<file path="src/hw/rtl/cied_pkg.sv">
package cied_pkg;

   localparam int CHAR_W = 8;
   localparam int DIST_W = 9;

   typedef enum logic [3:0] {
      ST_IDLE  = 4'b0001,
      ST_RUN   = 4'b0010,
      ST_FETCH = 4'b0100,
      ST_EMIT  = 4'b1000
   } state_type;

   // ASCII upper case to lower case, other bytes pass unchanged
   function automatic logic [CHAR_W-1:0] fold_byte(input logic [CHAR_W-1:0] c);
      logic [CHAR_W-1:0] r;
      r = c;
      if (c >= 8'h41 && c <= 8'h5A) begin
         r = c + 8'h20;
      end
      return r;
   endfunction

endpackage

</file>
<file path="src/hw/rtl/cied_cell.sv">
// One DP cell: min(up + 1, left + 1, diag + mismatch)
module cied_cell
   import cied_pkg::*;
#(
   parameter int DW = 9
) (
   input  logic [DW-1:0]     up,
   input  logic [DW-1:0]     left,
   input  logic [DW-1:0]     diag,
   input  logic [CHAR_W-1:0] q_char,
   input  logic [CHAR_W-1:0] c_char,
   output logic [DW-1:0]     best
);

   logic [DW:0] up_p1;
   logic [DW:0] left_p1;
   logic [DW:0] diag_c;
   logic [DW:0] m1;
   logic [DW:0] m2;
   logic        miss;

   always_comb begin
      miss    = (fold_byte(q_char) != fold_byte(c_char));
      up_p1   = {1'b0, up} + (DW+1)'(1);
      left_p1 = {1'b0, left} + (DW+1)'(1);
      diag_c  = {1'b0, diag} + (DW+1)'(miss);
      m1      = (left_p1 < up_p1) ? left_p1 : up_p1;
      m2      = (diag_c < m1) ? diag_c : m1;
      // a cell never exceeds the longer string length, so the top bit drops
      best    = m2[DW-1:0];
   end

endmodule

</file>
<file path="config.mk">
export PLATFORM = sky130hd
export DESIGN_NAME = cied_cell
export DESIGN_NICKNAME = d
export VERILOG_FILES = /design/src/hw/rtl/cied_pkg.sv /design/src/hw/rtl/cied_cell.sv
export SDC_FILE = /design/constraint.sdc
export NUM_CORES = 1
export LEC_CHECK = 0
export ABC_CLOCK_PERIOD_IN_PS = 5100
export BUFFER_PORTS_ARGS = -buffer_cell sky130_fd_sc_hd__buf_4
export CAP_MARGIN = 40
export CORE_MARGIN = 1
export CORE_UTILIZATION = 45
export DETAILED_ROUTE_END_ITERATION = 16
export GPL_ROUTABILITY_DRIVEN = 0
export PLACE_DENSITY = 0.81
export SYNTH_ARGS = -nofsm -noshare
export SYNTH_HDL_FRONTEND = slang
export SYNTH_SLANG_ARGS = --single-unit
</file>
<file path="constraint.sdc">
create_clock -name vclk -period 5.1
set_clock_uncertainty 0.1 [all_clocks]
set_input_delay 1.02 -clock vclk [all_inputs]
set_output_delay 1.02 -clock vclk [all_outputs]
set_load 0.02 [all_outputs]
</file>
==> impl_metrics.json, run 1 <==
{
  "status": "stopped before the end",
  "stop_stage": "global routing",
  "error": "[ERROR GRT-0116] Global routing finished with congestion. Check the congestion regions in the DRC Viewer.",
  "initial_core_util_pct": 48.5,
  "yosys_warnings": 0,
  "syn_area_sq_um": 1360,
  "grt.overflow.total": 1,
  "synth_nets": 249,
  "grt_pass1_wl_um": 15600,
  "io_buffers": 52,
  "io_pins": 52,
  "num_rows": 19,
  "grt_pass1_vias": 2924,
  "post-dp-hpwl_um": 4610,
  "grt.total_usage_pct": 64.8,
  "syn_inst": 182,
  "die_y_um": 57,
  "post_synth_num_cell_types": 39,
  "ys_seq_area_share_pct": 0,
  "grt_max_degree": 10,
  "die_width_um": 57,
  "syn-mean-instance-area_sq_um": 7.48
}
layer usage:
layer  overflow  GRT usage, %
met1          0          59.9
met5          0             0
met2          0          89.6
met4          1          77.7
met3          0          40.1
repair_timing:
action | in CTS
endpoints found under the setup margin | 9
pin swaps | 26
resized for setup | 38
setup buffers | 8
hold buffers | 0
kinds of logic after synthesis:
| family | synth area share (%) |
|---|---|
| compound gates | 21.6 |
| xor+xnor | 18.7 |
| fa+ha+maj | 22.1 |
| buf+inv | 3.86 |
| mux | 9.01 |
| simple gates | 24.8 |
cells in the mapped netlist, types with 2 or more instances:
master | n | area (sq um)
a21bo_2 | 3 | 30.0
a21boi_0 | 2 | 15.0
a21o_1 | 2 | 15.0
a21oi_1 | 9 | 45.0
and3_1 | 2 | 12.5
and4_1 | 4 | 35.0
ha_1 | 24 | 300
inv_1 | 13 | 48.8
mux2_2 | 2 | 22.5
mux2i_1 | 10 | 100
nand2_1 | 13 | 48.8
nand2b_1 | 2 | 12.5
nand3_1 | 12 | 60.1
nand4_1 | 8 | 50.1
nor2_1 | 14 | 52.6
nor3_1 | 3 | 15.0
o21a_1 | 2 | 15.0
o21ai_0 | 8 | 40.0
o21bai_1 | 2 | 15.0
xnor2_1 | 14 | 123
xor2_1 | 15 | 131
per-stage QoR:
step	cell area, sq um	setup TNS (ns)	cells	setup WS (ns)	hold WS [ns]
CTS	2730	-5.65	342	-0.646	2.47
detailed placement	2510	-8.51	334	-0.964	2.47
global placement	2510	-6.07	334	-0.687	2.45
floorplan	1550	-4.91	182	-0.555	2.14
==> run 2: changes to the inputs <==
--- a/config.mk
+++ b/config.mk
@@ -5,14 +5,14 @@
 export SDC_FILE = /design/constraint.sdc
 export NUM_CORES = 1
 export LEC_CHECK = 0
-export ABC_CLOCK_PERIOD_IN_PS = 5100
+export ABC_CLOCK_PERIOD_IN_PS = 6600
 export BUFFER_PORTS_ARGS = -buffer_cell sky130_fd_sc_hd__buf_4
 export CAP_MARGIN = 40
 export CORE_MARGIN = 1
-export CORE_UTILIZATION = 45
+export CORE_UTILIZATION = 30
 export DETAILED_ROUTE_END_ITERATION = 16
 export GPL_ROUTABILITY_DRIVEN = 0
-export PLACE_DENSITY = 0.81
+export PLACE_DENSITY_LB_ADDON = 0.15
 export SYNTH_ARGS = -nofsm -noshare
 export SYNTH_HDL_FRONTEND = slang
 export SYNTH_SLANG_ARGS = --single-unit
==> constraint.sdc (replaced) <==
create_clock -name vclk -period 6.6
set_clock_uncertainty 0.1 [all_clocks]
set_input_delay 1.32 -clock vclk [all_inputs]
set_output_delay 1.32 -clock vclk [all_outputs]
set_load 0.02 [all_outputs]
==> impl_metrics.json, run 2 <==
{
  "layout-drive-gt1-share_pct": 40.9,
  "grt.total_usage_pct": 14.6,
  "critPathLaunchType": "input pin",
  "period_needed_ns": 6.39,
  "setup_viol": 0,
  "slew_headroom_pct": 74.5,
  "syn_area_sq_um": 1360,
  "critPathArrivalTime_ns": 4.97,
  "grt_max_degree": 10,
  "finalWirelength_um": 3670,
  "ys_top_cells_by_count": "ha_1, xor2_1, nor2_1, xnor2_1",
  "nets": 323,
  "slew_violations": 0,
  "leakage_nw": 0.977,
  "synth_xor_area_share_pct": 18.7,
  "ant_nets": 0,
  "synth_simple_gate_area_share_pct": 24.8,
  "syn-mean-instance-area_sq_um": 7.48,
  "synth_top_family_by_area": "simple AND/OR/NAND/NOR gates",
  "die_width_um": 69.4,
  "avgRoutedWirePerCell_um": 12.0,
  "hold_viol": 0,
  "core_sq_um": 4350,
  "final_cells": 306,
  "yosysMostFrequentCell": "ha_1",
  "cp-end-kind": "primary output",
  "max_slew.worst_pin.slew_ns": 0.382,
  "post_synth_num_cell_types": 39,
  "numSequentialCells": 0,
  "fmax_mhz": 157,
  "synth_top_area_share_pct": 22.1,
  "io_pins": 52,
  "grt_pass1_wl_um": 6180,
  "clkbuf_count": 0,
  "routed_via_density": 5.04,
  "period_share_pct": 96.8,
  "placedCellCount": 296,
  "post-dp-hpwl_um": 3090,
  "peakVddDrop_v": 0.0000392,
  "yosys_warnings": 0,
  "crit_required_ns": 5.18,
  "crit_fanout": 8,
  "drtIter0Drc": 38,
  "synth_compound_area_share_pct": 21.6,
  "muxShareOfSynthArea_pct": 9.01,
  "power_density_nw_per_um2": 111,
  "seqCellArea_sq_um": 0,
  "syn_to_final_growth_pct": 52.6,
  "syn_inst": 182,
  "tns_ns": 0,
  "drc": 0,
  "synth_area_leaders": "ha_1, xor2_1, xnor2_1",
  "num_antenna_cells": 0,
  "grt_pass1_vias": 1471,
  "io_buffers": 52,
  "vias": 1543,
  "antenna_found_initial": 0,
  "die_y_um": 69.4,
  "firstDrtPassIters": 4,
  "crit_type": "in -> out",
  "synth_adder_area_share_pct": 22.1,
  "final_common_cell": "buf_4",
  "hp-class": "in -> out",
  "status": "complete, no violations",
  "grt.overflow.total": 0,
  "synth_nets": 249,
  "yosysTopAreaCell": "ha_1",
  "max_cap_violations": 0,
  "ys_seq_area_share_pct": 0,
  "num_rows": 24,
  "mostFrequentLayoutCells": "buf_4, ha_1, xor2_1",
  "initial_core_util_pct": 31.3,
  "die_area_sq_um": 4810
}
-- run 2: where the power goes --
part	switching (W)	leakage, nW	internal, W
Combinational	0.000111	0.977	0.000118
Clock	0	0	0
Sequential	0	0	0
-- run 2: cells by family after synthesis --
| logic type | after synthesis |
|---|---|
| AND/OR/NAND/NOR | 64 |
| buffers and inverters | 14 |
| multiplexers | 12 |
| AO/OA/AOI/OAI | 39 |
| adder cells (fa/ha/maj) | 24 |
| XOR/XNOR | 29 |
-- run 2: worst max-delay path, stage by stage --
cell and delay [ns]:
buf_4 0.11, and4_1 0.21, and4_2 0.27, xnor2_2 0.14, ha_1 0.32, a211oi_2 0.21, nor2_2 0.08, a211oi_4 0.32
nand2_4 0.16, o21ai_1 0.32, ha_4 0.26, a21oi_2 0.14, nor2_1 0.07, a2111oi_2 0.28, buf_4 0.18, o211ai_4 0.08
buf_6 0.15, mux2i_2 0.16, buf_4 0.16
-- run 2: through the flow --
stage | utilization [%] | setup WS, ns | area [sq um] | power (W) | hold slack (ns)
after floorplan | - | 0.288 | 1360 | 0.000119 | 2.81
after global placement | 43.5 | 0.00724 | 1900 | 0.000200 | 2.99
after detailed placement | 43.5 | -0.00804 | 1900 | 0.000198 | 2.99
after CTS | 44.0 | 0.0293 | 1920 | 0.000205 | 2.99
after global routing | 47.7 | -0.0154 | 2080 | 0.000252 | 3.00
final | 47.7 | 0.211 | 2080 | 0.000230 | 2.97
-- run 2: final timing paths --
path | depth (start not counted) | end | start | slack (ns)
setup / recovery | 19 | best[8] | up[2] | 0.21
hold / removal | 4 | best[7] | diag[7] | 2.97
-- run 2: cell type report --
type	instances	area (sq um)
repair buffers	73	559
multi-input cells	168	1400
well taps	52	65.1
fillers	456	2280
inverters	13	48.8
-- run 2: what timing repair did --
| action | 4_1_cts | 5_1_grt |
|---|---|---|
| gates resized for setup | 2 | 28 |
| hold buffers | 0 | 0 |
| pin swaps | 1 | 13 |
| cloned | 0 | 0 |
| setup buffers | 2 | 8 |
| endpoints found under the setup margin | 2 | 9 |
-- run 2: layer usage --
metal  up-vias  global-route usage (%)  part of all wire, %
li1        820                       -                    -
met5         -                       0                    0
met4         0                       0                    0
met3         0                    1.31                  4.2
met2        29                    26.1                   49
met1       694                    20.1                   47
Power figures use the tool's default switching activity.
